[src/sv/oledvf_pkg.sv]
// Shared types and constants for the OLED viewport byte framer.
`timescale 1ns / 1ps

package oledvf_pkg;

   // Field widths of the panel coordinates
   localparam int COL_W    = 7;
   localparam int PAGE_W   = 3;
   localparam int BYTE_W   = 8;
   localparam int COL_SPAN  = 1 << COL_W;
   localparam int PAGE_SPAN = 1 << PAGE_W;

   // Control bytes that open a command or a data run on the bus
   localparam logic [BYTE_W-1:0] CTRL_CMD  = 8'h80;
   localparam logic [BYTE_W-1:0] CTRL_DATA = 8'h40;

   // Request type codes on the input item
   localparam logic [1:0] REQ_ENQUEUE = 2'd0;
   localparam logic [1:0] REQ_SLOT    = 2'd1;
   localparam logic [1:0] REQ_FAIL    = 2'd2;

   // Register indexes and reset values
   localparam int CSR_IDX_W = 1;
   localparam logic [CSR_IDX_W-1:0] CSR_COLUMN_CMD = 1'd0;
   localparam logic [CSR_IDX_W-1:0] CSR_PAGE_CMD   = 1'd1;
   localparam logic [BYTE_W-1:0] COLUMN_CMD_RESET = 8'd33;
   localparam logic [BYTE_W-1:0] PAGE_CMD_RESET   = 8'd34;

   // Depth of the queue between front and back
   localparam int CMD_FIFO_DEPTH = 2;

   typedef struct packed {
      logic [1:0]        req_type;
      logic [COL_W-1:0]  win_min_col;
      logic [COL_W-1:0]  win_max_col;
      logic [PAGE_W-1:0] win_min_page;
      logic [PAGE_W-1:0] win_max_page;
      logic [BYTE_W-1:0] pixel_byte;
      logic              pixel_avail;
   } req_item_type;

   typedef struct packed {
      logic              tx_valid;
      logic [BYTE_W-1:0] tx_byte;
      logic              hold_bus;
      logic              byte_is_pixel;
      logic [COL_W-1:0]  pixel_col;
      logic [PAGE_W-1:0] pixel_page;
      logic              req_finished;
      logic              start_transfer;
      logic              enqueue_dropped;
   } rsp_item_type;

   typedef struct packed {
      logic [COL_W-1:0]  min_col;
      logic [COL_W-1:0]  max_col;
      logic [PAGE_W-1:0] min_page;
      logic [PAGE_W-1:0] max_page;
   } window_type;

   // Classified operation handed from front to back
   typedef enum logic [1:0] {
      OP_ENQUEUE = 2'd0,
      OP_SLOT    = 2'd1,
      OP_FAIL    = 2'd2,
      OP_IGNORE  = 2'd3
   } op_type;

   typedef struct packed {
      op_type            op;
      window_type        win;
      logic [BYTE_W-1:0] pixel_byte;
      logic              pixel_avail;
   } cmd_type;

   // Handshake between front stage and command queue
   typedef struct packed {
      logic    valid;
      cmd_type cmd;
   } front_out_type;

endpackage

[src/sv/oledvf_cmd_fifo.sv]
// Short command queue between the front and back parts of the framer.
`timescale 1ns / 1ps

module oledvf_cmd_fifo #(
   parameter int WIDTH = 8,
   parameter int DEPTH = 2
) (
   input  logic             clock,
   input  logic             reset,
   input  logic             push_en,
   input  logic [WIDTH-1:0] push_data,
   output logic             full,
   input  logic             pop_en,
   output logic [WIDTH-1:0] pop_data,
   output logic             not_empty
);

   localparam int PW = (DEPTH > 1) ? $clog2(DEPTH) : 1;
   localparam int CW = $clog2(DEPTH + 1);

   logic [WIDTH-1:0] store_ff [DEPTH];
   logic [PW-1:0]    wr_ptr_ff, wr_ptr_in;
   logic [PW-1:0]    rd_ptr_ff, rd_ptr_in;
   logic [CW-1:0]    count_ff, count_in;
   logic             do_push, do_pop;

   assign full      = (count_ff == CW'(DEPTH));
   assign not_empty = (count_ff != '0);
   assign do_push   = push_en && !full;
   assign do_pop    = pop_en && not_empty;
   assign pop_data  = store_ff[rd_ptr_ff];

   // Pointer and occupancy update
   always_comb begin
      wr_ptr_in = wr_ptr_ff;
      rd_ptr_in = rd_ptr_ff;
      count_in  = count_ff;
      if (do_push) begin
         wr_ptr_in = (wr_ptr_ff == PW'(DEPTH - 1)) ? '0 : wr_ptr_ff + 1'b1;
      end
      if (do_pop) begin
         rd_ptr_in = (rd_ptr_ff == PW'(DEPTH - 1)) ? '0 : rd_ptr_ff + 1'b1;
      end
      if (do_push && !do_pop) begin
         count_in = count_ff + 1'b1;
      end else if (do_pop && !do_push) begin
         count_in = count_ff - 1'b1;
      end
   end

   always_ff @(posedge clock) begin
      if (reset) begin
         wr_ptr_ff <= '0;
         rd_ptr_ff <= '0;
         count_ff  <= '0;
      end else begin
         wr_ptr_ff <= wr_ptr_in;
         rd_ptr_ff <= rd_ptr_in;
         count_ff  <= count_in;
      end
   end

   // Entry storage, no reset
   always_ff @(posedge clock) begin
      if (do_push) begin
         store_ff[wr_ptr_ff] <= push_data;
      end
   end

endmodule

[src/sv/oledvf_front.sv]
// Front part: accepts input items, classifies them and feeds the command queue.
`timescale 1ns / 1ps

module oledvf_front (
   input  logic                   clock,
   input  logic                   reset,
   input  logic                   push,
   output logic                   full,
   input  oledvf_pkg::req_item_type req_item,
   output oledvf_pkg::front_out_type to_queue,
   input  logic                   queue_full
);

   logic                 hold_valid_ff, hold_valid_in;
   oledvf_pkg::cmd_type  hold_cmd_ff, hold_cmd_in;
   oledvf_pkg::cmd_type  classified;
   logic                 accept, hand_off;

   assign full     = hold_valid_ff && queue_full;
   assign accept   = push && !full;
   assign hand_off = hold_valid_ff && !queue_full;

   assign to_queue.valid = hold_valid_ff;
   assign to_queue.cmd   = hold_cmd_ff;

   // Decode the request type and pack the window fields
   always_comb begin
      classified.win.min_col  = req_item.win_min_col;
      classified.win.max_col  = req_item.win_max_col;
      classified.win.min_page = req_item.win_min_page;
      classified.win.max_page = req_item.win_max_page;
      classified.pixel_byte   = req_item.pixel_byte;
      classified.pixel_avail  = req_item.pixel_avail;
      case (req_item.req_type)
         oledvf_pkg::REQ_ENQUEUE: classified.op = oledvf_pkg::OP_ENQUEUE;
         oledvf_pkg::REQ_SLOT:    classified.op = oledvf_pkg::OP_SLOT;
         oledvf_pkg::REQ_FAIL:    classified.op = oledvf_pkg::OP_FAIL;
         default:                 classified.op = oledvf_pkg::OP_IGNORE;
      endcase
   end

   // One holding stage in front of the queue
   always_comb begin
      hold_valid_in = hold_valid_ff;
      hold_cmd_in   = hold_cmd_ff;
      if (accept) begin
         hold_valid_in = 1'b1;
         hold_cmd_in   = classified;
      end else if (hand_off) begin
         hold_valid_in = 1'b0;
      end
   end

   always_ff @(posedge clock) begin
      if (reset) begin
         hold_valid_ff <= 1'b0;
      end else begin
         hold_valid_ff <= hold_valid_in;
      end
   end

   always_ff @(posedge clock) begin
      hold_cmd_ff <= hold_cmd_in;
   end

endmodule

[src/sv/oledvf_back.sv]
// Back part: request ring, address sequencer, pixel cursor and result register.
`timescale 1ns / 1ps

module oledvf_back #(
   parameter int QUEUE_DEPTH = 4,
   parameter int NUM_COLUMNS = 128,
   parameter int NUM_PAGES   = 8
) (
   input  logic                     clock,
   input  logic                     reset,
   input  logic                     cmd_valid,
   input  oledvf_pkg::cmd_type      cmd,
   output logic                     cmd_pop,
   input  logic                     csr_wr_en,
   input  logic [oledvf_pkg::CSR_IDX_W-1:0] csr_index,
   input  logic [oledvf_pkg::BYTE_W-1:0]    csr_wdata,
   output logic                     empty,
   input  logic                     pop,
   output oledvf_pkg::rsp_item_type rsp_item
);

   localparam int HW = (QUEUE_DEPTH > 1) ? $clog2(QUEUE_DEPTH) : 1;
   localparam int CW = oledvf_pkg::COL_W;
   localparam int PGW = oledvf_pkg::PAGE_W;
   localparam int BW = oledvf_pkg::BYTE_W;

   typedef enum logic [2:0] {
      PH_NONE     = 3'd0,
      PH_COL_CMD  = 3'd1,
      PH_COL_MIN  = 3'd2,
      PH_COL_MAX  = 3'd3,
      PH_PAGE_CMD = 3'd4,
      PH_PAGE_MIN = 3'd5,
      PH_PAGE_MAX = 3'd6,
      PH_DONE     = 3'd7
   } phase_type;

   logic [BW-1:0]          col_code_ff, col_code_in;
   logic [BW-1:0]          page_code_ff, page_code_in;
   oledvf_pkg::window_type slot_win_ff [QUEUE_DEPTH];
   oledvf_pkg::window_type slot_win_in [QUEUE_DEPTH];
   logic [QUEUE_DEPTH-1:0] busy_ff, busy_in;
   logic [HW-1:0]          head_ff, head_in;
   oledvf_pkg::window_type panel_ff, panel_in;
   logic [CW-1:0]          cur_col_ff, cur_col_in;
   logic [PGW-1:0]         cur_page_ff, cur_page_in;
   phase_type              phase_ff, phase_in;
   logic                   addr_ctrl_ff, addr_ctrl_in;
   logic [BW-1:0]          pending_ff, pending_in;
   logic                   data_ctrl_ff, data_ctrl_in;
   logic                   covered_ff, covered_in;
   logic                   active_ff, active_in;
   logic                   out_valid_ff, out_valid_in;
   oledvf_pkg::rsp_item_type out_item_ff, out_item_in;

   oledvf_pkg::rsp_item_type res;
   oledvf_pkg::window_type   w;
   logic                     exec;
   logic                     col_match, page_match;
   logic                     found;
   logic [HW-1:0]            free_idx;
   logic [HW:0]              probe;
   logic                     addr_hit;
   logic [BW-1:0]            addr_cmd;
   logic                     retire;

   // Wrapped increments of the cursor, worked out at elaboration
   logic [CW-1:0]  col_inc_tbl  [oledvf_pkg::COL_SPAN];
   logic [PGW-1:0] page_inc_tbl [oledvf_pkg::PAGE_SPAN];

   for (genvar g = 0; g < oledvf_pkg::COL_SPAN; g++) begin : g_col_tbl
      assign col_inc_tbl[g] = CW'((g + 1) % NUM_COLUMNS);
   end
   for (genvar g = 0; g < oledvf_pkg::PAGE_SPAN; g++) begin : g_page_tbl
      assign page_inc_tbl[g] = PGW'((g + 1) % NUM_PAGES);
   end

   assign exec     = cmd_valid && (!out_valid_ff || pop);
   assign cmd_pop  = exec;
   assign empty    = !out_valid_ff;
   assign rsp_item = out_item_ff;

   assign w = slot_win_ff[head_ff];
   assign col_match = (panel_ff.min_col == w.min_col) && (panel_ff.max_col == w.max_col) &&
                      (cur_col_ff == w.min_col);
   assign page_match = (panel_ff.min_page == w.min_page) &&
                       (panel_ff.max_page == w.max_page) && (cur_page_ff == w.min_page);

   // Free slot search from the head; lowest offset wins
   always_comb begin
      found    = 1'b0;
      free_idx = '0;
      probe    = '0;
      for (int i = QUEUE_DEPTH - 1; i >= 0; i--) begin
         probe = (HW+1)'(head_ff) + (HW+1)'(i);
         if (probe >= (HW+1)'(QUEUE_DEPTH)) begin
            probe = probe - (HW+1)'(QUEUE_DEPTH);
         end
         if (!busy_ff[probe[HW-1:0]]) begin
            found    = 1'b1;
            free_idx = probe[HW-1:0];
         end
      end
   end

   // Address sequencer: next command byte, skipping windows already set
   always_comb begin
      addr_hit = 1'b0;
      addr_cmd = '0;
      phase_in = phase_ff;
      case (phase_ff)
         PH_NONE: begin
            if (!col_match) begin
               addr_hit = 1'b1;
               addr_cmd = col_code_ff;
               phase_in = PH_COL_MIN;
            end else if (!page_match) begin
               addr_hit = 1'b1;
               addr_cmd = page_code_ff;
               phase_in = PH_PAGE_MIN;
            end else begin
               phase_in = PH_DONE;
            end
         end
         PH_COL_CMD: begin
            addr_hit = 1'b1;
            addr_cmd = col_code_ff;
            phase_in = PH_COL_MIN;
         end
         PH_COL_MIN: begin
            addr_hit = 1'b1;
            addr_cmd = BW'(w.min_col);
            phase_in = PH_COL_MAX;
         end
         PH_COL_MAX: begin
            addr_hit = 1'b1;
            addr_cmd = BW'(w.max_col);
            phase_in = PH_PAGE_CMD;
         end
         PH_PAGE_CMD: begin
            if (!page_match) begin
               addr_hit = 1'b1;
               addr_cmd = page_code_ff;
               phase_in = PH_PAGE_MIN;
            end else begin
               phase_in = PH_DONE;
            end
         end
         PH_PAGE_MIN: begin
            addr_hit = 1'b1;
            addr_cmd = BW'(w.min_page);
            phase_in = PH_PAGE_MAX;
         end
         PH_PAGE_MAX: begin
            addr_hit = 1'b1;
            addr_cmd = BW'(w.max_page);
            phase_in = PH_DONE;
         end
         default: begin
            addr_hit = 1'b0;
         end
      endcase
   end

   // Execute one command and build its result
   always_comb begin
      col_code_in  = col_code_ff;
      page_code_in = page_code_ff;
      slot_win_in  = slot_win_ff;
      busy_in      = busy_ff;
      head_in      = head_ff;
      panel_in     = panel_ff;
      cur_col_in   = cur_col_ff;
      cur_page_in  = cur_page_ff;
      addr_ctrl_in = addr_ctrl_ff;
      pending_in   = pending_ff;
      data_ctrl_in = data_ctrl_ff;
      covered_in   = covered_ff;
      active_in    = active_ff;
      out_valid_in = out_valid_ff;
      out_item_in  = out_item_ff;
      res          = '0;
      retire       = 1'b0;

      // the user must write these registers only while idle; the block itself does not enforce it
      if (csr_wr_en) begin
         case (csr_index)
            oledvf_pkg::CSR_COLUMN_CMD: col_code_in  = csr_wdata;
            oledvf_pkg::CSR_PAGE_CMD:   page_code_in = csr_wdata;
            default: ;
         endcase
      end

      if (exec) begin
         case (cmd.op)
            oledvf_pkg::OP_ENQUEUE: begin
               if (found) begin
                  slot_win_in[free_idx] = cmd.win;
                  busy_in[free_idx]     = 1'b1;
               end else begin
                  res.enqueue_dropped = 1'b1;
               end
            end
            oledvf_pkg::OP_FAIL: begin
               retire = active_ff;
            end
            oledvf_pkg::OP_SLOT: begin
               if (active_ff) begin
                  if (covered_ff) begin
                     retire = 1'b1;
                  end else if (addr_ctrl_ff) begin
                     res.tx_valid = 1'b1;
                     res.tx_byte  = pending_ff;
                     res.hold_bus = 1'b1;
                     addr_ctrl_in = 1'b0;
                  end else begin
                     addr_ctrl_in = addr_hit;
                     // the sequencer may move on even without a byte to send
                     case (phase_ff)
                        PH_COL_MIN: begin
                           panel_in.min_col = w.min_col;
                           cur_col_in       = w.min_col;
                        end
                        PH_COL_MAX:  panel_in.max_col = w.max_col;
                        PH_PAGE_MIN: begin
                           panel_in.min_page = w.min_page;
                           cur_page_in       = w.min_page;
                        end
                        PH_PAGE_MAX: panel_in.max_page = w.max_page;
                        default: ;
                     endcase
                     if (addr_hit) begin
                        res.tx_valid = 1'b1;
                        res.tx_byte  = oledvf_pkg::CTRL_CMD;
                        res.hold_bus = 1'b1;
                        pending_in   = addr_cmd;
                     end else if (!data_ctrl_ff) begin
                        res.tx_valid = 1'b1;
                        res.tx_byte  = oledvf_pkg::CTRL_DATA;
                        res.hold_bus = 1'b1;
                        data_ctrl_in = 1'b1;
                     end else if (!cmd.pixel_avail) begin
                        retire = 1'b1;
                     end else begin
                        res.tx_valid      = 1'b1;
                        res.tx_byte       = cmd.pixel_byte;
                        res.hold_bus      = 1'b1;
                        res.byte_is_pixel = 1'b1;
                        res.pixel_col     = cur_col_ff;
                        res.pixel_page    = cur_page_ff;
                        // raster advance inside the panel window
                        if (cur_col_ff == panel_ff.max_col) begin
                           cur_col_in = panel_ff.min_col;
                           if (cur_page_ff == panel_ff.max_page) begin
                              cur_page_in = panel_ff.min_page;
                              covered_in  = 1'b1;
                           end else begin
                              cur_page_in = page_inc_tbl[cur_page_ff];
                           end
                        end else begin
                           cur_col_in = col_inc_tbl[cur_col_ff];
                        end
                     end
                  end
               end
            end
            default: ;
         endcase

         if (retire) begin
            res.req_finished = 1'b1;
            busy_in[head_ff] = 1'b0;
            head_in      = (head_ff == HW'(QUEUE_DEPTH - 1)) ? '0 : head_ff + 1'b1;
            addr_ctrl_in = 1'b0;
            data_ctrl_in = 1'b0;
            covered_in   = 1'b0;
            active_in    = 1'b0;
         end

         // open a transfer when a request waits at the head
         if (!active_in && busy_in[head_in]) begin
            active_in          = 1'b1;
            res.start_transfer = 1'b1;
         end

         out_valid_in = 1'b1;
         out_item_in  = res;
      end else if (pop) begin
         out_valid_in = 1'b0;
      end
   end

   // Sequencer phase moves only on a slot that reaches the address step, and returns to PH_NONE on retire
   logic      phase_step;
   phase_type phase_next;

   assign phase_step = exec && (cmd.op == oledvf_pkg::OP_SLOT) && active_ff &&
                       !covered_ff && !addr_ctrl_ff;
   always_comb begin
      phase_next = phase_ff;
      if (phase_step) begin
         phase_next = phase_in;
      end
      if (retire) begin
         phase_next = PH_NONE;
      end
   end

   always_ff @(posedge clock) begin
      if (reset) begin
         col_code_ff  <= oledvf_pkg::COLUMN_CMD_RESET;
         page_code_ff <= oledvf_pkg::PAGE_CMD_RESET;
         busy_ff      <= '0;
         head_ff      <= '0;
         panel_ff.min_col  <= '0;
         panel_ff.max_col  <= CW'(NUM_COLUMNS - 1);
         panel_ff.min_page <= '0;
         panel_ff.max_page <= PGW'(NUM_PAGES - 1);
         cur_col_ff   <= '0;
         cur_page_ff  <= '0;
         phase_ff     <= PH_NONE;
         addr_ctrl_ff <= 1'b0;
         pending_ff   <= '0;
         data_ctrl_ff <= 1'b0;
         covered_ff   <= 1'b0;
         active_ff    <= 1'b0;
         out_valid_ff <= 1'b0;
      end else begin
         col_code_ff  <= col_code_in;
         page_code_ff <= page_code_in;
         busy_ff      <= busy_in;
         head_ff      <= head_in;
         panel_ff     <= panel_in;
         cur_col_ff   <= cur_col_in;
         cur_page_ff  <= cur_page_in;
         phase_ff     <= phase_next;
         addr_ctrl_ff <= addr_ctrl_in;
         pending_ff   <= pending_in;
         data_ctrl_ff <= data_ctrl_in;
         covered_ff   <= covered_in;
         active_ff    <= active_in;
         out_valid_ff <= out_valid_in;
      end
   end

   // Slot windows and result payload carry no reset
   always_ff @(posedge clock) begin
      slot_win_ff <= slot_win_in;
      out_item_ff <= out_item_in;
   end

`ifndef SYNTHESIS
   a_active_has_busy_head: assert property (@(posedge clock) disable iff (reset)
      active_ff |-> busy_ff[head_ff])
      else $error("open transfer without a busy head slot");

   a_covered_after_data: assert property (@(posedge clock) disable iff (reset)
      covered_ff |-> (data_ctrl_ff && active_ff))
      else $error("window covered before data control byte");

   a_addr_ctrl_in_transfer: assert property (@(posedge clock) disable iff (reset)
      addr_ctrl_ff |-> active_ff)
      else $error("address byte pending outside a transfer");

   a_drop_only_when_full: assert property (@(posedge clock) disable iff (reset)
      (exec && res.enqueue_dropped) |-> (&busy_ff))
      else $error("enqueue dropped with a free slot");

   a_finish_sends_nothing: assert property (@(posedge clock) disable iff (reset)
      exec |=> !(out_item_ff.req_finished && out_item_ff.tx_valid))
      else $error("retiring result also carries a byte");
`endif

endmodule

[src/sv/oled_viewport_byte_framer.sv]
// Top level of the OLED viewport byte framer: front, command queue and back.
// Path: an accepted item passes the front holding stage, the command queue and back
// execution, which writes its result into the result register on the rsp ports.
// Throughput: one item per cycle while results are popped; the back executes one
// queued command per cycle into a single result register.
// Reset: synchronous, active high; clears queues, slot busy bits, cursor and flags,
// sets the panel window to the full panel and the command codes to 33 and 34.
`timescale 1ns / 1ps

module oled_viewport_byte_framer #(
   parameter int QUEUE_DEPTH = 4,
   parameter int NUM_COLUMNS = 128,
   parameter int NUM_PAGES   = 8
) (
   input  logic                     clock,
   input  logic                     reset,
   input  logic                     push,
   output logic                     full,
   input  oledvf_pkg::req_item_type req_item,
   output logic                     empty,
   input  logic                     pop,
   output oledvf_pkg::rsp_item_type rsp_item,
   input  logic                     csr_wr_en,
   input  logic [oledvf_pkg::CSR_IDX_W-1:0] csr_index,
   input  logic [oledvf_pkg::BYTE_W-1:0]    csr_wdata
);

   localparam int CMD_W = $bits(oledvf_pkg::cmd_type);

   oledvf_pkg::front_out_type front_out;
   oledvf_pkg::cmd_type       queue_head;
   logic                      queue_full;
   logic                      queue_not_empty;
   logic                      queue_pop;
   logic [CMD_W-1:0]          queue_data;

   oledvf_front u_front (
      .clock      (clock),
      .reset      (reset),
      .push       (push),
      .full       (full),
      .req_item   (req_item),
      .to_queue   (front_out),
      .queue_full (queue_full)
   );

   oledvf_cmd_fifo #(
      .WIDTH (CMD_W),
      .DEPTH (oledvf_pkg::CMD_FIFO_DEPTH)
   ) u_cmd_fifo (
      .clock     (clock),
      .reset     (reset),
      .push_en   (front_out.valid),
      .push_data (front_out.cmd),
      .full      (queue_full),
      .pop_en    (queue_pop),
      .pop_data  (queue_data),
      .not_empty (queue_not_empty)
   );

   assign queue_head = oledvf_pkg::cmd_type'(queue_data);

   oledvf_back #(
      .QUEUE_DEPTH (QUEUE_DEPTH),
      .NUM_COLUMNS (NUM_COLUMNS),
      .NUM_PAGES   (NUM_PAGES)
   ) u_back (
      .clock     (clock),
      .reset     (reset),
      .cmd_valid (queue_not_empty),
      .cmd       (queue_head),
      .cmd_pop   (queue_pop),
      .csr_wr_en (csr_wr_en),
      .csr_index (csr_index),
      .csr_wdata (csr_wdata),
      .empty     (empty),
      .pop       (pop),
      .rsp_item  (rsp_item)
   );

endmodule
[config.mk]
export PLATFORM = sky130hd
export DESIGN_NAME = oled_viewport_byte_framer
export DESIGN_NICKNAME = d
export VERILOG_FILES = /design/src/sv/oledvf_pkg.sv /design/src/sv/oledvf_cmd_fifo.sv /design/src/sv/oledvf_front.sv /design/src/sv/oledvf_back.sv /design/src/sv/oled_viewport_byte_framer.sv
export SDC_FILE = /design/constraint.sdc
export NUM_CORES = 1
export LEC_CHECK = 0
export BUFFER_PORTS_ARGS = -buffer_cell sky130_fd_sc_hd__buf_4
export CAP_MARGIN = 20
export CORE_ASPECT_RATIO = 0.75
export CORE_MARGIN = 2
export CORE_UTILIZATION = 40
export CTS_BUF_LIST = sky130_fd_sc_hd__clkbuf_8
export DETAILED_ROUTE_END_ITERATION = 10
export GPL_TIMING_DRIVEN = 0
export PLACE_DENSITY_LB_ADDON = 0.25
export SETUP_SLACK_MARGIN = 0.1
export SYNTH_ARGS = -nofsm -noshare
export SYNTH_HDL_FRONTEND = slang
export SYNTH_SLANG_ARGS = --single-unit
[constraint.sdc]
create_clock -name clock -period 3.2 [get_ports clock]
set_input_delay 0.32 -clock clock [delete_from_list [all_inputs] [get_ports clock]]
set_output_delay 0.32 -clock clock [all_outputs]
set_load 0.01 [all_outputs]
==> reports/qor.yml <==
pwr:
  clock_power_share: 0.349
  switching_share: 0.256
  seqPwrFrac: 0.484
  p_int_w: 0.00661
  power_per_cell_area_nw_per_um2: 589
  p_leak_nw: 5.33
  p_sw_w: 0.00227
  combinationalPowerShare: 0.168
  peakVddDrop_v: 0.000302
  p_total_w: 0.00889
global_route:
  overflow: 0
  antenna_found_initial: 0
  grt_start_max_net_pins: 32
  grt_pass1_wl_um: 43000
  grt_pass1_vias: 7653
  grt_use_total: 0.183
clock_tree:
  cts_tree: "built"
  cts_max_level: 2
  clk_pin_slew_ns: 0.06
  numClockSinks: 270
  cts_buffers: 44
  clk-insertion-delay-late_ns: 0.57
  clock_path_buffers: 3
  clockRootBuffer: "clkbuf_8"
synth:
  post-synth-top-area-cell: "edfxtp_1"
  synth_nets: 968
  async_flop_share: 0
  synth.distinct_cells: 60
  yosysSeqAreaShare: 0.635
  synthFlopType: "edfxtp_1"
  yosys-top-cells-area: "edfxtp_1 (51%), dfxtp_1 (13%), mux2i_1 (3.0%)"
  syn_area_sq_um: 11600
  yosysWarningCount: 0
  yosysTopAreaCellShare: 0.507
  synth_area_per_cell_sq_um: 12.7
  synthCells: 911
  synth_edf_count: 196
  synth-seq-cells: 270
timing:
  post-route-period-util: 1.07
  setup-violations-final: 40
  tightest_slew_ns: 0.889
  fin_skew_ns: 0.0266
  fmax_mhz: 293
  maxSlewViolCount: 0
  relSlewSlack: 0.407
  report.final.hold_viol_count: 0
  whs_ns: 0.0243
  setup_ws_ns: -0.211
  period_needed_ns: 3.41
  rsz0062_at_grt: "yes"
setup_path:
  required_ns: 3.72
  critPathCaptureType: "register"
  worst_ep_arrival_time_ns: 3.93
  critical-path-slowest-cell: "or4_1"
  cpPeakStageDelay_ns: 0.46
  crit_chain: "buf_12 > buf_12 > clkinvlp_4 > ha_1 > buf_6 > mux2i_1 > and3_4 > o31ai_4 > nor2_1 > a2111o_1 > o41ai_1 > o21ai_1 > o2111a_1 > or4_1 > nand3_1"
  crit_buf_inv: 4
  cp_common_cell: "buf_12"
  cp_top_family: "compound AO/OA/AOI/OAI gates"
  path_max_fanout: 10
  cp-start-kind: "register"
  criticalPathCategory: "reg2reg"
floorplan:
  initial_utilization: 0.411
  die_w_um: 201
  core_area_sq_um: 28200
  num_rows: 53
  io_pins: 71
  fp.dieArea_sq_um: 30400
  die_h_um: 152
hold_path:
  holdCritPathClass: "in2reg"
drt:
  drt_iter0_drc: 482
  routed_wl_um: 27900
  firstDrtPassIters: 5
  ant_nets: 0
  drcViolationCount: 0
  viasPerCell: 5.20
  vias: 7949
  wl_per_cell_um: 18.2
placement:
  place_congestion: 0.844
  hpwlAfterDp_um: 18500
  io_buffer_count: 67
status:
  status: "finished with violations"
  violations: "negative setup slack"
finish:
  layout_commonest_cell: "edfxtp_1"
  nFillCells: 2409
  drive_above_1_share: 0.300
  seq_area_sq_um: 7370
  syn_to_final_growth_pct: 30.1
  multiInputGateArea_sq_um: 4410
  num_antenna_cells: 0
  final_cell_mix: "edfxtp_1 (196), buf_4 (101), nand2_1 (79), dfxtp_1 (72), nor2_1 (66)"
  nNetsFinal: 1174
run:
  max_cap_viol_count: 0
==> synth_stat cells (all sizes together), types with 4 or more instances <==
cell,count
nor3,28
a211oi,10
or3,6
mux4,21
and2,11
buf,17
nor4,6
nor2,84
a21oi,64
nand2,80
o31ai,4
nand3b,4
nor2b,9
xor2,7
edfxtp,196
xnor2,21
a211o,8
mux2i,35
nand3,10
nand4,7
ha,12
o22ai,14
mux2,27
o21ai,28
dfxtp,74
inv,17
and3,9
clkbuf,39
nand2b,16
a31oi,12
==> per-stage QoR <==
stage | setup WS [ns] | cell area, sq um | util | cells | setup TNS (ns)
after floorplan | 0.0755 | 11600 | - | 911 | 0
after global placement | -0.748 | 12600 | 0.447 | 1363 | -99.08
after detailed placement | -0.810 | 12800 | 0.452 | 1370 | -48.82
after CTS | -0.175 | 14600 | 0.518 | 1511 | -4.81
after global routing | -0.342 | 15100 | 0.534 | 1530 | -9.96
final | -0.211 | 15100 | 0.534 | 1530 | -3.69
==> tightest hold or removal path, stage by stage <==
cell and delay [ns]:
buf_4 0.12, nand2_1 0.05, a21oi_1 0.05
==> kinds of logic (layout without fill, tap and decap cells) <==
kind of cell | Yosys count | after routing | synth area share
AND/OR/NAND/NOR | 276 | 276 | 0.111
flip-flops | 270 | 270 | 0.635
AO/OA/AOI/OAI | 169 | 169 | 0.0921
multiplexers | 83 | 83 | 0.0997
buffers and inverters | 73 | 307 | 0.0278
XOR/XNOR | 28 | 28 | 0.0211
adder cells (fa/ha/maj) | 12 | 12 | 0.0129
==> sequential cells by signal (all words and copies together), names as in the netlist, 3 cells and up, named ones only <==
register             cells
u_back.cur_col_ff        7
u_back.page_code_ff      8
u_cmd_fifo.store_ff     62
u_back.col_code_ff       8
u_back.slot_win_ff      80
u_front.to_queue        31
u_back.panel_ff         20
u_back.phase_ff          3
u_back.pending_ff        8
u_back.cur_page_ff       3
u_back.rsp_item         23
u_back.busy_ff           4
==> area by class of cell <==
| type | count | share of cell area |
|---|---|---|
| tap | 385 | 0.0319 |
| sequential | 270 | 0.488 |
| inverter | 17 | 0.00464 |
| clock buffer | 47 | 0.0429 |
| timing repair buffer | 162 | 0.0996 |
| multi-input combinational | 568 | 0.292 |
| clock inverter | 27 | 0.0163 |
| buffer | 54 | 0.0239 |
==> layer usage <==
metal	global-route usage	vias to the layer above	share of wire	wire length, um
met1	0.264	3852	0.48	13400
met2	0.274	231	0.43	12000
met4	0.0652	0	0.025	686
li1	-	3821	-	-
met5	0	-	0	0
met3	0.0404	45	0.065	1800
==> path summary, 6_finish.rpt <==
check        slack (ns)                           start  cells past startpoint                                    to
max reg2reg       -0.21  u_back.head_ff[0]$_SDFFE_PP0P_                     15         u_back.active_ff$_SDFFE_PP0P_
max               -0.21  u_back.head_ff[0]$_SDFFE_PP0P_                     15         u_back.active_ff$_SDFFE_PP0P_
min reg2reg        0.42  u_front.to_queue[14]$_DFFE_PP_                      0  u_cmd_fifo.store_ff[1][14]$_DFFE_PP_
min                0.02                    csr_wdata[7]                      3   u_back.page_code_ff[7]$_SDFFE_PP0P_
==> what timing repair did <==
action / CTS / global route
setup endpoints to repair: 128 / 115
gates resized for setup: 101 / 79
pin swaps: 19 / 29
hold buffers: 39 / 0
cloned: 2 / 1
setup buffers: 30 / 19
endpoints found under the hold margin: 42 / 0
==> power by group through the flow <==
stage | Sequential (W) | Combinational (W) | Clock, W
3_3_place_gp | 0.00438 | 0.00119 | 0
2_1_floorplan | 0.00441 | 0.000646 | 0
6_report | 0.00430 | 0.00149 | 0.00310
4_1_cts | 0.00430 | 0.00145 | 0.00318
3_5_place_dp | 0.00437 | 0.00129 | 0
5_1_grt | 0.00433 | 0.00160 | 0.00334
Note: power is estimated with default switching activity, not from simulation.
